===== src/rtl/core/bap_pkg.sv =====
// ----------------------------------------------------------------------------
// bap_pkg
// Shared constants and types of the block average pooling core.
// ----------------------------------------------------------------------------
package bap_pkg;

    localparam int IMAGE_SIDE_DEF = 28;
    localparam int BLOCK_SIZE_DEF = 4;

    localparam int PIX_W      = 8;
    localparam int PIX_MAX    = 255;
    localparam int BIN_W      = 6;
    localparam int LEVEL_W    = 7;
    localparam int OUT_DATA_W = 16;

    localparam logic [LEVEL_W-1:0] LEVEL_MAX = 7'd100;

    // block number and end-of-image mark traveling with a result
    typedef struct packed {
        logic [BIN_W-1:0] bin;
        logic             last;
    } t_tag;

    typedef struct packed {
        t_tag               tag;
        logic [LEVEL_W-1:0] level;
    } t_result;

endpackage


===== src/rtl/core/block_average_pooling_top.sv =====
// ----------------------------------------------------------------------------
// block_average_pooling_top
// Mean brightness of each BLOCK_SIZE x BLOCK_SIZE block of a raster image.
// ----------------------------------------------------------------------------
// Throughput: one pixel per cycle; tready drops only on a block's last pixel
//   while eight results are already pending (output queue plus pipeline).
// Pipeline: a result reaches the output queue through the sum read-modify-write
//   stage, then the three-stage level unit.
// Reset: synchronous; clears counters, pipeline valids and the output queue.
//   The sum memory is not swept: during the first pixel row after reset the
//   first read of each block column is taken as zero, so no clearing pass.
module block_average_pooling_top import bap_pkg::*; #(
    parameter int IMAGE_SIDE = IMAGE_SIDE_DEF,
    parameter int BLOCK_SIZE = BLOCK_SIZE_DEF
) (
    input  logic                  i_clk,
    input  logic                  i_rst_n,
    // slave side
    input  logic                  i_s_axis_tvalid,
    output logic                  o_s_axis_tready,
    input  logic [PIX_W-1:0]      i_s_axis_tdata,   // [7:0] pixel
    // master side
    output logic                  o_m_axis_tvalid,
    input  logic                  i_m_axis_tready,
    output logic [OUT_DATA_W-1:0] o_m_axis_tdata,   // [5:0] bin_index, [12:6] level_hundredths
    output logic                  o_m_axis_tlast    // last_bin
);

    localparam int BPR       = IMAGE_SIDE / BLOCK_SIZE;
    localparam int MEM_DEPTH = (BPR > 0) ? BPR : 1;
    localparam int ADDR_W    = (MEM_DEPTH > 1) ? $clog2(MEM_DEPTH) : 1;
    localparam int BLK_W     = ($clog2(BPR + 1) > 0) ? $clog2(BPR + 1) : 1;
    localparam int CNT_W     = $clog2(IMAGE_SIDE);
    localparam int SUB_W     = (BLOCK_SIZE > 1) ? $clog2(BLOCK_SIZE) : 1;
    localparam int FULL_SUM  = PIX_MAX * BLOCK_SIZE * BLOCK_SIZE;
    localparam int SUM_W     = $clog2(FULL_SUM + 1);

    localparam int FIFO_DEPTH = 8;
    localparam int FPTR_W     = $clog2(FIFO_DEPTH);
    localparam int FCNT_W     = FPTR_W + 1;
    localparam int OCC_W      = FCNT_W + 1;

    localparam logic [CNT_W-1:0] COL_LAST = CNT_W'(IMAGE_SIDE - 1);
    localparam logic [SUB_W-1:0] SUB_LAST = SUB_W'(BLOCK_SIZE - 1);
    localparam logic [BLK_W-1:0] BLK_LIM  = BLK_W'(BPR);
    localparam logic [BLK_W-1:0] BLK_LAST = BLK_W'(BPR - 1);

    // ---------------- raster position ----------------
    logic [CNT_W-1:0] r_col, r_row, n_col, n_row;
    logic [SUB_W-1:0] r_sub_col, r_sub_row, n_sub_col, n_sub_row;
    logic [BLK_W-1:0] r_blk_col, r_blk_row, n_blk_col, n_blk_row;
    logic [BIN_W-1:0] r_bin, n_bin;
    logic             r_first_row;     // fill mark: memory holds no data yet

    logic in_acc, in_span, emit_now, last_now;

    assign in_acc   = i_s_axis_tvalid && o_s_axis_tready;
    assign in_span  = (r_blk_col < BLK_LIM) && (r_blk_row < BLK_LIM);
    assign emit_now = in_span && (r_sub_col == SUB_LAST) && (r_sub_row == SUB_LAST);
    assign last_now = (r_blk_col == BLK_LAST) && (r_blk_row == BLK_LAST);

    always_comb begin
        n_col     = r_col;
        n_row     = r_row;
        n_sub_col = r_sub_col;
        n_sub_row = r_sub_row;
        n_blk_col = r_blk_col;
        n_blk_row = r_blk_row;
        n_bin     = r_bin;
        if (r_col == COL_LAST) begin
            n_col     = '0;
            n_sub_col = '0;
            n_blk_col = '0;
            if (r_row == COL_LAST) begin
                n_row     = '0;
                n_sub_row = '0;
                n_blk_row = '0;
            end else begin
                n_row = r_row + 1'b1;
                if (r_sub_row == SUB_LAST) begin
                    n_sub_row = '0;
                    if (r_blk_row != BLK_LIM) n_blk_row = r_blk_row + 1'b1;
                end else begin
                    n_sub_row = r_sub_row + 1'b1;
                end
            end
        end else begin
            n_col = r_col + 1'b1;
            if (r_sub_col == SUB_LAST) begin
                n_sub_col = '0;
                if (r_blk_col != BLK_LIM) n_blk_col = r_blk_col + 1'b1;
            end else begin
                n_sub_col = r_sub_col + 1'b1;
            end
        end
        // block numbers run in emit order; restart after the image's last block
        if (emit_now) n_bin = last_now ? '0 : r_bin + 1'b1;
    end

    always_ff @(posedge i_clk) begin
        if (!i_rst_n) begin
            r_col       <= '0;
            r_row       <= '0;
            r_sub_col   <= '0;
            r_sub_row   <= '0;
            r_blk_col   <= '0;
            r_blk_row   <= '0;
            r_bin       <= '0;
            r_first_row <= 1'b1;
        end else if (in_acc) begin
            r_col     <= n_col;
            r_row     <= n_row;
            r_sub_col <= n_sub_col;
            r_sub_row <= n_sub_row;
            r_blk_col <= n_blk_col;
            r_blk_row <= n_blk_row;
            r_bin     <= n_bin;
            if (r_col == COL_LAST) r_first_row <= 1'b0;
        end
    end

    // ---------------- band sum memory, read-modify-write ----------------
    logic [SUM_W-1:0]  r_mem [MEM_DEPTH];
    logic [SUM_W-1:0]  r_rd_data;
    logic [ADDR_W-1:0] rd_addr;

    logic              r_s1_v;        // stage 1 holds an in-span pixel
    logic              r_s1_emit;
    logic              r_s1_zero;     // base reads as zero (never written)
    logic              r_s1_fwd;      // base comes from the write at the read edge
    logic [SUM_W-1:0]  r_s1_fwd_data;
    logic [ADDR_W-1:0] r_s1_addr;
    logic [PIX_W-1:0]  r_s1_pix;
    t_tag              r_s1_tag;

    logic [SUM_W-1:0]  s1_base, s1_sum, wr_data;

    assign rd_addr = ADDR_W'(r_blk_col);

    always_comb begin
        if (r_s1_fwd)       s1_base = r_s1_fwd_data;
        else if (r_s1_zero) s1_base = '0;
        else                s1_base = r_rd_data;
        s1_sum  = s1_base + SUM_W'(r_s1_pix);
        wr_data = r_s1_emit ? '0 : s1_sum;
    end

    always_ff @(posedge i_clk) begin
        if (in_acc && in_span) r_rd_data <= r_mem[rd_addr];
        if (r_s1_v)            r_mem[r_s1_addr] <= wr_data;
    end

    always_ff @(posedge i_clk) begin
        if (!i_rst_n) begin
            r_s1_v <= 1'b0;
        end else begin
            r_s1_v <= in_acc && in_span;
        end
    end

    always_ff @(posedge i_clk) begin
        if (in_acc) begin
            r_s1_emit     <= emit_now;
            r_s1_zero     <= r_first_row && (r_sub_col == '0);
            r_s1_fwd      <= r_s1_v && (r_s1_addr == rd_addr);
            r_s1_fwd_data <= wr_data;
            r_s1_addr     <= rd_addr;
            r_s1_pix      <= i_s_axis_tdata;
            r_s1_tag.bin  <= r_bin;
            r_s1_tag.last <= last_now;
        end
    end

    // ---------------- level unit ----------------
    logic               lvl_valid;
    logic [LEVEL_W-1:0] lvl_level;
    t_tag               lvl_tag;
    logic [1:0]         lvl_pending;

    bap_level #(
        .BLOCK_SIZE (BLOCK_SIZE)
    ) u_level (
        .i_clk     (i_clk),
        .i_rst_n   (i_rst_n),
        .i_valid   (r_s1_v && r_s1_emit),
        .i_sum     (s1_sum),
        .i_tag     (r_s1_tag),
        .o_valid   (lvl_valid),
        .o_level   (lvl_level),
        .o_tag     (lvl_tag),
        .o_pending (lvl_pending)
    );

    // ---------------- output queue ----------------
    t_result           r_q [FIFO_DEPTH];
    logic [FPTR_W-1:0] r_wptr, r_rptr;
    logic [FCNT_W-1:0] r_fcnt;
    logic              pop;
    logic [OCC_W-1:0]  occ;
    t_result           head;

    assign pop  = o_m_axis_tvalid && i_m_axis_tready;
    assign head = r_q[r_rptr];

    // every result not yet delivered holds a queue slot in advance
    assign occ = OCC_W'(r_fcnt) + OCC_W'(r_s1_v && r_s1_emit) + OCC_W'(lvl_pending);
    assign o_s_axis_tready = !emit_now || (occ < OCC_W'(FIFO_DEPTH));

    always_ff @(posedge i_clk) begin
        if (lvl_valid) r_q[r_wptr] <= '{tag: lvl_tag, level: lvl_level};
    end

    always_ff @(posedge i_clk) begin
        if (!i_rst_n) begin
            r_wptr <= '0;
            r_rptr <= '0;
            r_fcnt <= '0;
        end else begin
            if (lvl_valid) r_wptr <= r_wptr + 1'b1;
            if (pop)       r_rptr <= r_rptr + 1'b1;
            r_fcnt <= r_fcnt + FCNT_W'(lvl_valid) - FCNT_W'(pop);
        end
    end

    assign o_m_axis_tvalid = (r_fcnt != '0);
    assign o_m_axis_tdata  = OUT_DATA_W'({head.level, head.tag.bin});
    assign o_m_axis_tlast  = head.tag.last;

endmodule


===== src/rtl/core/bap_level.sv =====
// ----------------------------------------------------------------------------
// bap_level
// Block sum to mean level in hundredths, rounded half up, three stages.
// ----------------------------------------------------------------------------
module bap_level import bap_pkg::*; #(
    parameter  int BLOCK_SIZE = BLOCK_SIZE_DEF,
    localparam int FULL_SUM   = PIX_MAX * BLOCK_SIZE * BLOCK_SIZE,
    localparam int SUM_W      = $clog2(FULL_SUM + 1)
) (
    input  logic               i_clk,
    input  logic               i_rst_n,
    input  logic               i_valid,
    input  logic [SUM_W-1:0]   i_sum,
    input  t_tag               i_tag,
    output logic               o_valid,
    output logic [LEVEL_W-1:0] o_level,
    output t_tag               o_tag,
    output logic [1:0]         o_pending
);

    // level = floor((200*S + D) / (2*D)), D = full-scale sum
    localparam int SCALE  = 200;
    localparam int NUM_W  = $clog2(201 * FULL_SUM + 1);
    localparam int DIV    = 2 * FULL_SUM;
    localparam int L_W    = $clog2(DIV);
    localparam int SHIFT  = NUM_W + L_W;
    localparam int M_W    = NUM_W + 1;
    localparam int PROD_W = NUM_W + M_W;
    localparam int Q_W    = PROD_W - SHIFT;

    // ceil(2^SHIFT / DIV): exact floor for every numerator below 2^NUM_W
    localparam longint unsigned RECIP_L =
        ((64'd1 << SHIFT) + 64'(DIV) - 64'd1) / 64'(DIV);
    localparam logic [M_W-1:0]   RECIP = RECIP_L[M_W-1:0];
    localparam logic [NUM_W-1:0] BIAS  = NUM_W'(FULL_SUM);

    logic               r_v2, r_v3, r_v4;
    logic [SUM_W-1:0]   r_sum;
    logic [NUM_W-1:0]   r_num;
    logic [PROD_W-1:0]  r_prod;
    t_tag               r_tag2, r_tag3, r_tag4;
    logic [Q_W-1:0]     quo;

    always_ff @(posedge i_clk) begin
        if (!i_rst_n) begin
            r_v2 <= 1'b0;
            r_v3 <= 1'b0;
            r_v4 <= 1'b0;
        end else begin
            r_v2 <= i_valid;
            r_v3 <= r_v2;
            r_v4 <= r_v3;
        end
    end

    always_ff @(posedge i_clk) begin
        r_sum  <= i_sum;
        r_tag2 <= i_tag;
        r_num  <= NUM_W'(r_sum) * NUM_W'(SCALE) + BIAS;
        r_tag3 <= r_tag2;
        r_prod <= PROD_W'(r_num) * PROD_W'(RECIP);
        r_tag4 <= r_tag3;
    end

    assign quo       = r_prod[PROD_W-1:SHIFT];
    assign o_level   = (quo > Q_W'(LEVEL_MAX)) ? LEVEL_MAX : quo[LEVEL_W-1:0];
    assign o_valid   = r_v4;
    assign o_tag     = r_tag4;
    assign o_pending = 2'(r_v2) + 2'(r_v3) + 2'(r_v4);

endmodule


===== config.mk =====
export PLATFORM = sky130hd
export DESIGN_NAME = block_average_pooling_top
export DESIGN_NICKNAME = d
export VERILOG_FILES = /design/src/rtl/core/bap_pkg.sv /design/src/rtl/core/block_average_pooling_top.sv /design/src/rtl/core/bap_level.sv
export SDC_FILE = /design/constraint.sdc
export NUM_CORES = 1
export LEC_CHECK = 0
export CAP_MARGIN = 10
export CORE_MARGIN = 10
export CORE_UTILIZATION = 58
export CTS_BUF_LIST = sky130_fd_sc_hd__clkbuf_16
export CTS_CLUSTER_DIAMETER = 50
export DETAILED_ROUTE_END_ITERATION = 7
export DONT_BUFFER_PORTS = 1
export PLACE_DENSITY = 0.76
export SKIP_LAST_GASP = 1
export SYNTH_ARGS = -nofsm -noshare
export SYNTH_HDL_FRONTEND = slang
export SYNTH_SLANG_ARGS = --single-unit

===== constraint.sdc =====
create_clock -name i_clk -period 3.95 [get_ports i_clk]
set_clock_uncertainty 0.2 [all_clocks]
set_input_delay 0.1975 -clock i_clk [delete_from_list [all_inputs] [get_ports i_clk]]
set_output_delay 0.1975 -clock i_clk [all_outputs]
set_load 0.01 [all_outputs]

Word level (Yosys, flattened, before mapping)
Memory sizes are Yosys's and may differ from the RTL's. A register that Yosys moved wholly into a read port is not among the register bits.
Cells that the tools add are included.
{ "totals": {"reg_bits": 168, "latchBits": 0, "ram_bits": 196, "mem_bits_ro": 0, "in_bits": 12, "out_inout_bits": 19, "wordCells": 111, "mem_count": 2} }
{ "memory_table": {"columns": ["name", "depth", "width", "read_ports", "rd_clocked_by_memory_dff", "write_ports", "line_no", "rtl"], "rows": [
  ["r_q", 8, 14, 1, 1, 1, "block_average_pooling_top.sv:195", "t_result r_q [FIFO_DEPTH];"],
  ["r_mem", 7, 12, 1, 1, 1, "block_average_pooling_top.sv:123", "logic [SUM_W-1:0] r_mem [MEM_DEPTH];"]
]} }
{ "op_classes": {"n_addsub": 17, "n_mul": 2, "div_mod_pow": 0, "order_cmp": 4, "eq_ne": 9, "shift": 0, "n_mux": 23, "bitwise_logic": 0, "n_reduce_logical": 22} }
{ "ops": {"columns": ["operator", "n"], "rows": [
  ["$mul 20x21->41 const B", 1],
  ["$mux 12", 3],
  ["$mux 3", 8],
  ["$add 20x12->20 const B", 1],
  ["$mul 12x5->17 const B", 1],
  ["$add 12x8->12", 1],
  ["$add 3x1->3 const B", 4],
  ["$add 5x1->5 const B", 2],
  ["$eq 5x5->1 const B", 2],
  ["$logic_and 1x1->1", 10],
  ["$mux 5", 2],
  ["$gt 8x7->1 const B", 1],
  ["$mux 2", 4],
  ["$reduce_bool 2->1", 4],
  ["$mux 7", 1],
  ["$add 6x1->6 const B", 1],
  ["$eq 3x3->1 const B", 2],
  ["$lt 3x3->1 const B", 2],
  ["$mux 6", 1],
  ["$ne 3x3->1 const B", 2],
  ["$add 4x1->5", 1],
  ["$add 5x2->5", 1],
  ["$lt 5x4->1 const B", 1],
  ["$add 2x1->2 const B", 2],
  ["other kinds (14)", 19]
]} }

Depth between registers and ports, before layout
{ "logic_depth": {"depth_word": 8, "mapped_depth": 17} }

By module
Synthesis repeated with hierarchy kept, for this count alone.
{ "hier_totals": {"cells_unflattened": 1178, "area_unflattened_um2": 16537.1} }
{ "by_module_without_submodules": {"columns": ["module", "n_inst", "cells_per_inst", "area_per_inst_um2", "seq_area_each_um2"], "rows": [
  ["block_average_pooling_top", 1, 724, 11742.5, 8057.7],
  ["bap_level", 1, 454, 4794.6, 1221.2]
]} }

Least setup slack after synthesis
No wires, ideal clock.
{ "synth_timing": {"path_type": "register to register", "start": "register u_level.r_num[17]", "end": "register u_level.r_prod[39]", "setup_ns": 0.119, "arrival_time_ns": 3.518, "slack_ns": 0.113, "stages_incl_launch_ff": 16, "cell_sequence": "dfxtp_1 > ha_1 > inv_1 > fa_1 > inv_1 > ha_1 > ha_1 > ha_1 > ha_1 > a21oi_1 > o21ai_0 > o21ai_0 > a221oi_2 > a311o_1 > nand3_1 > xnor2_1"} }
{ "synth_via": {"elab_chain_cells": 1} }
{ "synth_lines": {"columns": ["item", "line_no", "rtl"], "rows": [
  ["from (decl)", "bap_level.sv:39", "logic [NUM_W-1:0] r_num;"],
  ["from (signal assigned)", "bap_level.sv:59", "r_num <= NUM_W'(r_sum) * NUM_W'(SCALE) + BIAS;"],
  ["$mul 20x21->41", "bap_level.sv:61", "r_prod <= PROD_W'(r_num) * PROD_W'(RECIP);"],
  ["to (signal assigned)", "bap_level.sv:61", null],
  ["to (decl)", "bap_level.sv:40", "logic [PROD_W-1:0] r_prod;"]
]} }
Every way passes these cells.
A chain may end at the register's enable or synchronous reset.

Worst setup path in the final report
{ "layout_timing": {"start": "register u_level.r_num[14]", "end": "register u_level.r_prod[39]"} }
Same word-level chain as after synthesis.

==> implementation parameters <==
Parameter                              Value

Routing
  Drt first-iter violations    about 510
  Routed vias/inst    5.60
  Routed wire length per instance    about 18 um
  Total via count in the routed design    9264
  Remaining DRCs    0
  Detailed-route wire length    29600 um
  DRT antenna net count    0
  Number of iterations in the first detailed-routing pass    4

Timing
  Final Hold Slack    between 0.1 and 0.15 ns
  Final period utilization    1.00
  Tightest Pin Transition    approximately 1 ns
  Final-report max-slew violation count    0
  Max Clock Freq    ~0.25 GHz
  Minimum period implied by the final worst setup slack    approximately 4.0 ns
  Setup violations, final    1
  Slew Limit Headroom    0.319
  Total count of hold-check failures in the final report    0
  Least setup slack across all paths after layout    -0.00873 ns

Logic synthesis
  Syn Inst Count    roughly 1.2k
  Dominant synthesized flop cell    sky130_fd_sc_hd__edfxtp_1
  Share of the synthesized area in compound gates (AO/OA/AOI/OAI)    0.0594
  Number of distinct standard cells referenced by the synthesized netlist    75
  Mean post-synth cell area    around 14 um^2
  Proportion of synthesized area in mux cells    0.0834
  Basic-gate share of the synthesized area counting and, or, nand and nor cells    0.0790
  Sequential fraction of the synthesis area    0.563
  Flops & latches, synth    approximately 340
  Cell area after synthesis    ~16000 um^2
  Ys Warns    0
  Number of synthesized flops with an enable pin    between 200 and 250
  Adder and majority cell fraction of the synthesized area    0.161
  Area share of xor/xnor cells in the synthesized design    0.0270
  Proportion of register bits with asynchronous set or reset after synthesis    0
  Largest family of logic cells by synthesized area    adder cells

Clocking
  H-tree levels    2
  Clock latency on the worst-skew pair    slightly above 0.5 ns
  CTS Buffer Depth    3
  CTS tree    yes
  Number of CTS-inserted buffers    38
  CTS clk-pin slew, worst paths    0.06 ns
  Master cell of the clock root buffer    sky130_fd_sc_hd__clkbuf_16
  Clock sink count    roughly 340

Cells and area
  Number of inserted diodes    0
  Top library cells by usage in the layout, fill and taps aside    sky130_fd_sc_hd__edfxtp_1, sky130_fd_sc_hd__ha_1, sky130_fd_sc_hd__dfxtp_1
  Ratio of cells with drive above 1 in the final layout    0.183
  Most common cell after layout, fill and taps aside    sky130_fd_sc_hd__edfxtp_1
  Footprint of the multi-input gates    7130 um^2
  Count of filler cells inserted in the layout    between 1.5k and 2k
  Synthesis-to-finish area growth    14.4%
  Fin nets    approximately 1.5k
  Sequential cell area    approximately 9300 um^2

Run
  Maxcap violations    0

Floorplan
  Initial standard-cell utilization of the core    0.591
  Chip Width    189 um
  Total die area    approximately 36000 um^2
  Boundary Pins    31
  # rows    between 60 and 70
  Die H    189 um
  Core area    27900 um^2

Setup path
  Arr. time, crit path    approximately 4.1 ns
  Reg2reg setup slack    -0.009 ns
  Crit. End Element    flop
  CP cell instances    ha_1, inv_1, fa_1, inv_1, ha_1, ha_1, ha_1, ha_4, nand2_2, o21ai_2, o21ai_2, a221oi_4, a311o_1, nand3_2, xnor2_2
  Max stage delay on crit path    approximately 0.50 ns
  Startpoint type of the worst setup path    flop
  Number of cells traversed by the worst register-to-register path    15
  Required time of the critical path    roughly 4.1 ns
  Crit path top cell by count    sky130_fd_sc_hd__ha_1
  Maximum fanout count along the critical path    3
  Worst R2R Start    u_level.r_num[14]
  Endpoint of the worst-slack reg-to-reg timing path    u_level.r_prod[39]
  Critical Path Slowest Stage Cell    sky130_fd_sc_hd__fa_1
  Classification of the worst setup path    flop to flop

GRT
  Number of antenna violations at the first check in global routing    0
  Global-route wire length before repair    approximately 48000 um
  Congestion Overflow GR    0
  Number of global-route vias before repair    between 9k and 10k
  Maximum number of pins on one net before global-route repair    42
  Total Routing Usage GR    0.166

Power
  IR drop worst, VDD    about 0.74 mV
  Cell area power density    843 nW/um^2
  Static leakage power    approximately 7.6 nW

Placed design
  Final RePlAce weighted congestion    about 0.85
  Count of buffers from port buffering    0
  Setup slack at placement    -0.155 ns
  HPWL after detailed placement    19600 um

Min path
  Hold Crit Class    input port to flop
  Number of cells on the worst hold path    1
  Endpoint, Worst Hold    r_s1_pix[5]
  Worst Hold Launch    i_s_axis_tdata[5]

Run status
  Outcome    complete, but fails checks
  Violations in the final reports    negative setup slack
layer usage:
metal | track usage | share of wire
met5 | 0 | 0
met3 | 0.0257 | 0.035
met2 | 0.289 | 0.52
met1 | 0.210 | 0.42
met4 | 0.0476 | 0.027
how the worst max path moves through the flow:
stage | slack (ns) | cells past startpoint | endpoint | startpoint
final | -0.009 | 15 | u_level.r_prod[39] | u_level.r_num[14]
after global routing | -0.15 | 15 | u_level.r_prod[39] | u_level.r_num[14]
after CTS | -0.03 | 14 | u_level.r_prod[39] | u_level.r_num[15]
after detailed placement | -0.16 | 14 | u_level.r_prod[39] | u_level.r_num[15]
after global placement | 0.006 | 14 | u_level.r_prod[39] | u_level.r_num[15]
after floorplan | 0.11 | 15 | u_level.r_prod[39] | u_level.r_num[17]
final cells by class:
class,instances,share of cell area
clock buffer,39,0.0517
clock inverter,27,0.0137
inverter,82,0.0164
multi-input combinational,734,0.378
sequential,343,0.492
tap,378,0.0251
timing repair buffer,52,0.0229
what timing repair did:
item                                    in CTS  in global routing
hold buffers                                13                  0
buffers inserted                             1                  7
hold endpoints to repair                    57                  0
endpoints found under the setup margin       7                  9
gates resized for setup                      2                 48
pin swaps                                    2                 24
Yosys cell counts, types with 6 or more instances:
cell type                  number  share of area
sky130_fd_sc_hd__inv_1         81          0.018
sky130_fd_sc_hd__nand2b_1      11         0.0042
sky130_fd_sc_hd__dfxtp_1      102           0.12
sky130_fd_sc_hd__mux4_2        40          0.055
sky130_fd_sc_hd__buf_2          7         0.0021
sky130_fd_sc_hd__and3_1        10         0.0038
sky130_fd_sc_hd__nor2_1        50          0.011
sky130_fd_sc_hd__nand4_1        8         0.0030
sky130_fd_sc_hd__nand3_1       18         0.0055
sky130_fd_sc_hd__a31oi_1        7         0.0027
sky130_fd_sc_hd__clkbuf_1      15         0.0034
sky130_fd_sc_hd__a21boi_0       6         0.0027
sky130_fd_sc_hd__xnor2_1       24          0.013
sky130_fd_sc_hd__mux2i_1       17          0.010
sky130_fd_sc_hd__mux2_2        27          0.018
sky130_fd_sc_hd__nor2b_1       19         0.0072
sky130_fd_sc_hd__a22o_1         9         0.0048
sky130_fd_sc_hd__a21oi_1       27         0.0082
sky130_fd_sc_hd__fa_1          17          0.021
sky130_fd_sc_hd__a21o_1        18         0.0082
sky130_fd_sc_hd__o21ai_0       30         0.0091
sky130_fd_sc_hd__ha_1         185           0.14
sky130_fd_sc_hd__nand2_1       68          0.015
sky130_fd_sc_hd__xor2_1        25          0.013
sky130_fd_sc_hd__nor3_1        15         0.0046
sky130_fd_sc_hd__and2_1        22         0.0083
sky130_fd_sc_hd__edfxtp_1     241           0.44
cells by family (layout without fill, tap and decap cells):
kind of cell / after synthesis / in the layout
compound gates: 142 / 142
simple gates: 253 / 253
fa+ha+maj: 202 / 202
buf+inv: 111 / 200
other cells: 1 / 3
flops: 343 / 343
mux: 84 / 84
xor+xnor: 50 / 50
power by group:
part	switching, mW	internal [mW]
Sequential	0.272	4.26
Combinational	4.22	3.73
Clock	1.31	2.11
state kept, by name (all words and copies together) (netlist names), 4 cells and up, named ones only:
register        count
r_bin               6
r_col               5
r_fcnt              4
r_mem              84
r_q               112
r_rd_data          12
r_row               5
r_s1_fwd_data      12
r_s1_pix            8
r_s1_tag            7
u_level.o_tag       7
u_level.r_num      17
u_level.r_prod      8
u_level.r_sum      12
u_level.r_tag2      7
u_level.r_tag3      7
metrics by stage:
stage | utilization | area [um^2] | power, mW | cells | setup TNS, ns
after floorplan | - | 16500 | 9.34 | 1188 | 0
after global placement | 0.612 | 17100 | 10.7 | 1568 | 0
after detailed placement | 0.612 | 17100 | 10.8 | 1568 | -0.382
after CTS | 0.662 | 18500 | 14.4 | 1648 | -0.0596
after global routing | 0.676 | 18900 | 17.2 | 1655 | -0.511
final | 0.676 | 18900 | 15.9 | 1655 | -0.00873
worst max-delay path: cells and delay by family (launching register included):
family	cells	cell delay (ns)
AND/OR/NAND/NOR	2	0.20
AO/OA/AOI/OAI	4	0.92
flip-flops	1	0.32
adder cells (fa/ha/maj)	6	1.95
XOR/XNOR	1	0.16
buffers and inverters	2	0.10
(Power assumes the default switching activity.)
